[config.mk]
export PLATFORM = sky130hd
export DESIGN_NAME = ethernet_ipv4_udp_header_parser_core_flat
export DESIGN_NICKNAME = d
export VERILOG_FILES = /design/src/hw/rtl/eiuhp_pkg.sv /design/src/hw/rtl/eiuhp_if.sv /design/src/hw/rtl/eiuhp_hdr.sv /design/src/hw/rtl/ethernet_ipv4_udp_header_parser_core.sv /design/src/flat_wrapper.sv
export SDC_FILE = /design/constraint.sdc
export NUM_CORES = 1
export LEC_CHECK = 0
export ABC_AREA = 1
export BUFFER_PORTS_ARGS = -buffer_cell sky130_fd_sc_hd__buf_4
export CAP_MARGIN = 20
export CORE_UTILIZATION = 55
export CTS_CLUSTER_SIZE = 30
export DETAILED_ROUTE_END_ITERATION = 12
export GPL_TIMING_DRIVEN = 1
export PLACE_DENSITY = 0.73
export SLEW_MARGIN = 20
export SYNTH_ARGS = -nofsm -noshare
export SYNTH_HDL_FRONTEND = slang
export SYNTH_SLANG_ARGS = --single-unit
[constraint.sdc]
create_clock -name clk -period 9.3 [get_ports clk]
set_input_delay 0 -clock clk [delete_from_list [all_inputs] [get_ports clk]]
set_output_delay 0 -clock clk [all_outputs]
set_load 0.01 [all_outputs]
[src/hw/rtl/eiuhp_pkg.sv]
// Package for the Ethernet/IPv4/UDP header parser.
// Holds the channel item types, header offsets and status codes.
// No dependencies; compile first.
`default_nettype none

package eiuhp_pkg;

  // Header layout, in bytes from the start of the frame
  localparam int DMAC_END      = 6;
  localparam int SMAC_END      = 12;
  localparam int ETH_HDR_LEN   = 14;
  localparam int IHL_POS       = 14;
  localparam int PROTO_POS     = 23;
  localparam int IPSRC_START   = 26;
  localparam int IPDST_START   = 30;
  localparam int IPDST_END     = 34;
  localparam int IP_MIN_LEN    = 20;
  localparam int UDP_PORTS_LEN = 4;
  localparam int UDP_HDR_LEN   = 8;

  localparam logic [15:0] ETHERTYPE_IPV4 = 16'h0800;
  localparam logic [7:0]  PROTO_UDP      = 8'd17;

  // Parse status codes: deepest layer reached
  localparam logic [1:0] ST_RUNT = 2'd0;
  localparam logic [1:0] ST_ETH  = 2'd1;
  localparam logic [1:0] ST_IPV4 = 2'd2;
  localparam logic [1:0] ST_UDP  = 2'd3;

  typedef struct packed {
    logic [7:0] frame_byte;
    logic       last_in_frame;
  } in_item_t;

  typedef struct packed {
    logic [7:0]  payload_byte;
    logic        payload_valid;
    logic        frame_done;
    logic [1:0]  parse_status;
    logic [47:0] dest_mac;
    logic [47:0] source_mac;
    logic [15:0] ether_type;
    logic [7:0]  ip_protocol;
    logic [31:0] ip_source;
    logic [31:0] ip_dest;
    logic [15:0] udp_source_port;
    logic [15:0] udp_dest_port;
  } out_item_t;

endpackage

`default_nettype wire

[src/hw/rtl/eiuhp_if.sv]
// Valid/ready channel interfaces for the header parser.
// Depends on eiuhp_pkg for the item types.
`default_nettype none

interface eiuhp_in_if;
  logic                valid;
  logic                ready;
  eiuhp_pkg::in_item_t data;

  modport source (output valid, output data, input ready);
  modport sink   (input valid, input data, output ready);
endinterface

interface eiuhp_out_if;
  logic                 valid;
  logic                 ready;
  eiuhp_pkg::out_item_t data;

  modport source (output valid, output data, input ready);
  modport sink   (input valid, input data, output ready);
endinterface

`default_nettype wire

[src/hw/rtl/eiuhp_hdr.sv]
// Header state of the parser: byte offset, captured header fields and the
// per-byte result logic. Depends on eiuhp_pkg.
`default_nettype none

module eiuhp_hdr #(
  parameter int OFFSET_BITS = 16
) (
  input  wire logic           clk,
  input  wire logic           rst_n,
  input  wire logic           step,
  input  wire logic [7:0]     frame_byte,
  input  wire logic           last_in_frame,
  output eiuhp_pkg::out_item_t result
);
  import eiuhp_pkg::*;

  typedef logic [OFFSET_BITS-1:0] ofs_t;

  ofs_t        ofs_r;
  logic [47:0] dmac_r, dmac_nxt;
  logic [47:0] smac_r, smac_nxt;
  logic [15:0] etype_r, etype_nxt;
  logic [5:0]  ihl_bytes_r, ihl_bytes_nxt;
  logic [7:0]  proto_r, proto_nxt;
  logic [31:0] ipsrc_r, ipsrc_nxt;
  logic [31:0] ipdst_r, ipdst_nxt;
  logic [31:0] ports_r, ports_nxt;

  logic [6:0]  udp_start;      // from the stored IHL
  logic [6:0]  ports_end;
  logic [6:0]  pay_start;
  logic [6:0]  udp_start_new;  // from the IHL after this byte
  logic [6:0]  udp_last_hdr;
  logic        udp_ok;
  logic        is_payload;
  logic [1:0]  status;

  // Fixed-offset header capture
  always_comb begin
    dmac_nxt      = dmac_r;
    smac_nxt      = smac_r;
    etype_nxt     = etype_r;
    ihl_bytes_nxt = ihl_bytes_r;
    proto_nxt     = proto_r;
    ipsrc_nxt     = ipsrc_r;
    ipdst_nxt     = ipdst_r;
    priority if (ofs_r < ofs_t'(DMAC_END)) begin
      dmac_nxt = {dmac_r[39:0], frame_byte};
    end else if (ofs_r < ofs_t'(SMAC_END)) begin
      smac_nxt = {smac_r[39:0], frame_byte};
    end else if (ofs_r < ofs_t'(ETH_HDR_LEN)) begin
      etype_nxt = {etype_r[7:0], frame_byte};
    end else if (ofs_r == ofs_t'(IHL_POS)) begin
      ihl_bytes_nxt = {frame_byte[3:0], 2'b00};
    end else if (ofs_r == ofs_t'(PROTO_POS)) begin
      proto_nxt = frame_byte;
    end else if (ofs_r >= ofs_t'(IPSRC_START) && ofs_r < ofs_t'(IPDST_START)) begin
      ipsrc_nxt = {ipsrc_r[23:0], frame_byte};
    end else if (ofs_r >= ofs_t'(IPDST_START) && ofs_r < ofs_t'(IPDST_END)) begin
      ipdst_nxt = {ipdst_r[23:0], frame_byte};
    end else begin
      // other header bytes and payload: nothing captured here
    end
  end

  // UDP header location and payload flag
  always_comb begin
    udp_ok    = (etype_nxt == ETHERTYPE_IPV4) && (ihl_bytes_nxt >= 6'(IP_MIN_LEN)) &&
                (proto_nxt == PROTO_UDP);
    udp_start = 7'(ETH_HDR_LEN) + {1'b0, ihl_bytes_r};
    ports_end = udp_start + 7'(UDP_PORTS_LEN);
    pay_start = udp_start + 7'(UDP_HDR_LEN);
    ports_nxt = ports_r;
    if (udp_ok && ofs_r >= ofs_t'(udp_start) && ofs_r < ofs_t'(ports_end)) begin
      ports_nxt = {ports_r[23:0], frame_byte};
    end
    is_payload = udp_ok && (ofs_r >= ofs_t'(pay_start));
  end

  // Status on the last byte; frame length is offset plus one
  always_comb begin
    udp_start_new = 7'(ETH_HDR_LEN) + {1'b0, ihl_bytes_nxt};
    udp_last_hdr  = udp_start_new + 7'(UDP_HDR_LEN - 1);
    priority if (ofs_r < ofs_t'(ETH_HDR_LEN - 1)) begin
      status = ST_RUNT;
    end else if (etype_nxt != ETHERTYPE_IPV4 ||
                 ofs_r < ofs_t'(ETH_HDR_LEN + IP_MIN_LEN - 1)) begin
      status = ST_ETH;
    end else if (udp_ok && ofs_r >= ofs_t'(udp_last_hdr)) begin
      status = ST_UDP;
    end else begin
      status = ST_IPV4;
    end
  end

  // Result item; layers not reached read as zero
  always_comb begin
    result               = '0;
    result.payload_byte  = is_payload ? frame_byte : 8'd0;
    result.payload_valid = is_payload;
    result.frame_done    = last_in_frame;
    if (last_in_frame) begin
      result.parse_status = status;
      if (status != ST_RUNT) begin
        result.dest_mac   = dmac_nxt;
        result.source_mac = smac_nxt;
        result.ether_type = etype_nxt;
      end
      if (status == ST_IPV4 || status == ST_UDP) begin
        result.ip_protocol = proto_nxt;
        result.ip_source   = ipsrc_nxt;
        result.ip_dest     = ipdst_nxt;
      end
      if (status == ST_UDP) begin
        result.udp_source_port = ports_nxt[31:16];
        result.udp_dest_port   = ports_nxt[15:0];
      end
    end
  end

  // State update: clears after every last byte, offset saturates
  always_ff @(posedge clk) begin
    if (!rst_n || (step && last_in_frame)) begin
      ofs_r       <= '0;
      dmac_r      <= '0;
      smac_r      <= '0;
      etype_r     <= '0;
      ihl_bytes_r <= '0;
      proto_r     <= '0;
      ipsrc_r     <= '0;
      ipdst_r     <= '0;
      ports_r     <= '0;
    end else if (step) begin
      if (ofs_r != '1) begin
        ofs_r <= ofs_r + ofs_t'(1);
      end
      dmac_r      <= dmac_nxt;
      smac_r      <= smac_nxt;
      etype_r     <= etype_nxt;
      ihl_bytes_r <= ihl_bytes_nxt;
      proto_r     <= proto_nxt;
      ipsrc_r     <= ipsrc_nxt;
      ipdst_r     <= ipdst_nxt;
      ports_r     <= ports_nxt;
    end
  end

endmodule

`default_nettype wire

[src/hw/rtl/ethernet_ipv4_udp_header_parser_core.sv]
// Top level of the Ethernet/IPv4/UDP header parser.
// Depends on eiuhp_pkg, eiuhp_if (channel interfaces) and eiuhp_hdr.
//
// Takes one frame byte per transfer and returns one result per byte, in
// order. Throughput is one byte per clock while the output is ready; each
// byte passes the input register, then the result register, before its
// result is offered. The result register and the input register form a
// two-entry buffer, so an input transfer can be taken while a finished
// result still waits, if the input register is empty. Payload bytes are
// flagged as they pass; the header fields and parse status appear with the
// byte marked last, after which the parser starts fresh. The byte offset
// counter is OFFSET_BITS wide and saturates.
`default_nettype none

module ethernet_ipv4_udp_header_parser_core #(
  parameter int OFFSET_BITS = 16
) (
  input  wire logic   clk,
  input  wire logic   rst_n,
  eiuhp_in_if.sink    in_ch,
  eiuhp_out_if.source out_ch
);
  import eiuhp_pkg::*;

  logic      in_vld_r;
  in_item_t  in_data_r;
  logic      out_vld_r;
  out_item_t out_data_r;
  out_item_t result;
  logic      advance;

  // Move the held byte forward whenever the result register can take it
  assign advance      = in_vld_r && (!out_vld_r || out_ch.ready);
  assign in_ch.ready  = !in_vld_r || advance;
  assign out_ch.valid = out_vld_r;
  assign out_ch.data  = out_data_r;

  // Input register
  always_ff @(posedge clk) begin
    if (!rst_n) begin
      in_vld_r <= 1'b0;
    end else if (in_ch.ready) begin
      in_vld_r <= in_ch.valid;
    end
  end

  always_ff @(posedge clk) begin
    if (in_ch.ready && in_ch.valid) begin
      in_data_r <= in_ch.data;
    end
  end

  eiuhp_hdr #(
    .OFFSET_BITS (OFFSET_BITS)
  ) u_hdr (
    .clk           (clk),
    .rst_n         (rst_n),
    .step          (advance),
    .frame_byte    (in_data_r.frame_byte),
    .last_in_frame (in_data_r.last_in_frame),
    .result        (result)
  );

  // Result register
  always_ff @(posedge clk) begin
    if (!rst_n) begin
      out_vld_r <= 1'b0;
    end else if (advance) begin
      out_vld_r <= 1'b1;
    end else if (out_ch.ready) begin
      out_vld_r <= 1'b0;
    end
  end

  always_ff @(posedge clk) begin
    if (advance) begin
      out_data_r <= result;
    end
  end

endmodule

`default_nettype wire
[src/flat_wrapper.sv]
// flat-port wrapper written by rule: the top's interface ports become plain ports
module ethernet_ipv4_udp_header_parser_core_flat import eiuhp_pkg::*;
#(
  parameter int OFFSET_BITS = 16
)
  (clk, rst_n, in_ch_valid, in_ch_data, in_ch_ready, out_ch_valid, out_ch_data, out_ch_ready);
  eiuhp_in_if in_ch_i ();
  eiuhp_out_if out_ch_i ();
  input  wire logic clk;
  input  wire logic rst_n;
  input wire logic [$bits(in_ch_i.valid)-1:0] in_ch_valid;
  input wire logic [$bits(in_ch_i.data)-1:0] in_ch_data;
  output wire logic [$bits(in_ch_i.ready)-1:0] in_ch_ready;
  output wire logic [$bits(out_ch_i.valid)-1:0] out_ch_valid;
  output wire logic [$bits(out_ch_i.data)-1:0] out_ch_data;
  input wire logic [$bits(out_ch_i.ready)-1:0] out_ch_ready;
  assign in_ch_i.valid = in_ch_valid;
  assign in_ch_i.data = in_ch_data;
  assign in_ch_ready = in_ch_i.ready;
  assign out_ch_valid = out_ch_i.valid;
  assign out_ch_data = out_ch_i.data;
  assign out_ch_i.ready = out_ch_ready;
  ethernet_ipv4_udp_header_parser_core #(.OFFSET_BITS(OFFSET_BITS)) u_core (.clk(clk), .rst_n(rst_n), .in_ch(in_ch_i), .out_ch(out_ch_i));
endmodule
==> results.tsv <==
metric	value	unit
status	finished clean	
via_per_inst	5.33	
syn2layout_area_growth	16.7	%
fin_setup_tns	0	ns
fill_cells	3164	
fmax	250	MHz
track_usage	25.2	%
drt_iter0_markers	1382	
cts_buffers	48	
drt-pass1-iter-count	8	
yosysMostFrequentCell	inv_1	
routedWlPerCell	16.0	um
antenna_found_initial	0	
synth_top_area_share	33.1	%
powerDensity	185	nW/um^2
period_needed	4.00	ns
hpwlAfterDp	32100	um
path_clk_slew	0.06	ns
core_area	38600	um^2
worstMarginPinSlew	1.03	ns
cp-startpoint	u_core.u_hdr.ofs_r[10]	
max_cap_violations	0	
register_area	11900	um^2
cts.path.max_buffers	3	
use_met3	4.22	%
worstReg2RegStart	u_core.u_hdr.ofs_r[10]	
grt_pass1_wl	79400	um
h-tree-depth	2	
required	9.73	ns
placed_area	23400	um^2
cts_resized	0	
leakage	11.2	nW
slew_headroom	31.6	%
grt_pass1_vias	15400	
synth_commonest_cells	426 x inv_1, 388 x nand2_1, 263 x nor2_1, 240 x dfxtp_1, 237 x edfxtp_1	
drive_gt1_share	15.1	%
grt_use_met1	34.4	%
grt_use_met2	40.2	%
crit_path_end_kind	flip-flop	
dieArea	39900	um^2
nets	2662	
synthTopCellsByArea	edfxtp_1 33%, dfxtp_1 22%, inv_1 7.4%, nand2_1 6.8%, o21ai_0 5.0%	
rr_endpoint	u_core.out_ch.data[19]	
start_util	55.7	%
hold_violations	0	
fin_ws	5.30	ns
hold_path_depth	2	
reg2reg_depth	13	
rsz0062_at_grt	false	
clkSinkCount	477	
io_buffer_count	242	
num_vias	16900	
postSynthAreaPerCell	8.81	um^2
crit_arrival	4.43	ns
fin_worst_skew	0.0174	ns
syn_inst	2443	
yosys.area.top_type	edfxtp_1	
crit_fanout	35	
top_usage_layer	met2	
async_flop_share	0	%
num_rows	72	
ys_seq_area_share	55.4	%
cp-start-kind	flip-flop	
setup_violations	0	
syn_area	21500	um^2
route.detailed.drc	0	
drt_wl_total	50700	um
root_buffer	clkbuf_16	
pin_count	243	
synth_fp_nets	2485	
preCtsSetupSlack	5.34	ns
ys_types	42	
hold_start	in_ch_data[0]	
grt_start_max_net_pins	228	
path_class	reg2reg	
synth-edff-count	237	
ir_drop	148	uV
hold_path_end	u_core.in_data_r[0]	
synth.ff_latch_count	477	
overflow	0	
drtAntennaViolNets	0	
regToRegSetupSlack	5.30	ns
ys_warn_count	0	
postLayoutCellArea	25100	um^2
synth_ff_type	dfxtp_1	
hold_path_class	in2reg	
gp_congestion	0.848	
insertion_delay	0.59	ns
final_max_slew_viol_count	0	
fin_crit_sh	43.0	%
fp.dieH	200	um
die_x	200	um
multi_input_area	7300	um^2
n_antenna_cell	0	
cts_tree	yes	
[logic make-up after synthesis]
group	count (synthesis)	synth area share, %
fa+ha+maj	29	1.69
flops	477	55.4
buf+inv	572	10.8
simple gates	813	16.5
mux	49	2.28
xor+xnor	11	0.448
compound gates	492	12.9
[worst max-delay path, cell delays in order, from the launching register on]
cell,delay [ns]
dfxtp_1,0.37
nor2_2,0.17
nand2_2,0.09
nor2_4,0.57
nand3_4,0.34
o21ai_1,0.37
nand2_1,0.09
nor2_1,0.10
nand2_1,0.09
nor2_4,0.64
nand3_4,0.53
nand2_1,0.21
nand2_1,0.10
nor2_1,0.12
[report_power, final]
group / internal (W) / switching [W]
clock network: 0.00111 / 0.000798
logic: 0.000132 / 0.000241
registers: 0.00230 / 0.0000592
total: 0.00355 / 0.00110
[worst max-delay path by stage]
stage / end / slack [ns] / cells after the start
5_1_grt: u_core.out_ch.data[3] / 4.99 / 13
2_1_floorplan: u_core.u_hdr.etype_r[10] / 1.31 / 6
6_report: u_core.out_ch.data[19] / 5.30 / 13
3_3_place_gp: u_core.out_ch.data[13] / 5.54 / 17
4_1_cts: u_core.out_ch.data[19] / 5.32 / 16
3_5_place_dp: u_core.out_ch.data[19] / 5.34 / 16
[layout make-up]
type | count | area share [%]
multi-input combinational | 1394 | 29.1
sequential | 477 | 47.5
clock buffer | 67 | 5.31
clock inverter | 20 | 0.782
inverter | 429 | 6.46
tap | 518 | 2.58
timing repair buffer | 270 | 8.31
[placed cells by master, fill, tap and decap left out, types with 3 or more instances in the layout]
cell,Yosys,routed
nor2_1,263,263
nand2_4,3,4
nand3_1,15,15
xnor2_1,3,3
nand4_1,58,58
o21ai_0,213,213
dfxtp_1,240,240
mux2i_1,49,49
o211ai_1,113,113
buf_4,4,253
nor2_2,50,50
clkbuf_1,89,14
ha_1,29,29
edfxtp_1,237,237
nor3_1,11,11
nor2_4,6,6
nor2_8,3,3
nand2_2,3,4
inv_1,426,425
bufinv_16,0,4
clkbuf_16,0,49
a21oi_1,156,156
clkinv_1,1,6
o21ai_1,4,3
nor4_1,3,3
clkbuf_8,0,4
xor2_1,8,8
clkinv_2,0,9
nand2_1,388,386
dlygate4sd3_1,0,14
[routing by layer]
metal | vias up | part of all wire [%]
li1 | 8322 | -
met1 | 8002 | 43
met2 | 501 | 47
met3 | 106 | 6.3
met4 | 0 | 3.3
met5 | - | 0
[sequential cells by signal (all words and copies together), names as in the netlist]
register                  count
u_core.u_hdr.proto_r          8
u_core.out_ch.data          228
u_core.u_hdr.ports_r         32
u_core.u_hdr.ipdst_r         32
u_core.u_hdr.ipsrc_r         32
u_core.in_vld_r               1
u_core.out_ch.valid           1
u_core.u_hdr.ihl_bytes_r      6
u_core.u_hdr.etype_r         16
u_core.in_data_r              9
u_core.u_hdr.dmac_r          48
u_core.u_hdr.smac_r          48
u_core.u_hdr.ofs_r           16
[what timing repair did]
item                                   CTS  global route
setup endpoints to repair                0             0
hold buffers                            14             0
endpoints found under the hold margin   11             0
buffers inserted                         0             0
[metrics by stage]
stage / total power [W] / std cells / utilization, % / hold WS (ns)
after floorplan: 0.00265 / 2443 / - / 0.0989
after global placement: 0.00276 / 3073 / 60.6 / 0.180
after detailed placement: 0.00277 / 3073 / 60.6 / 0.180
after CTS: 0.00467 / 3174 / 64.9 / 0.122
after global routing: 0.00480 / 3175 / 65.0 / 0.135
final: 0.00464 / 3175 / 65.0 / 0.151
No activity file was read; power rests on OpenSTA's default activity.
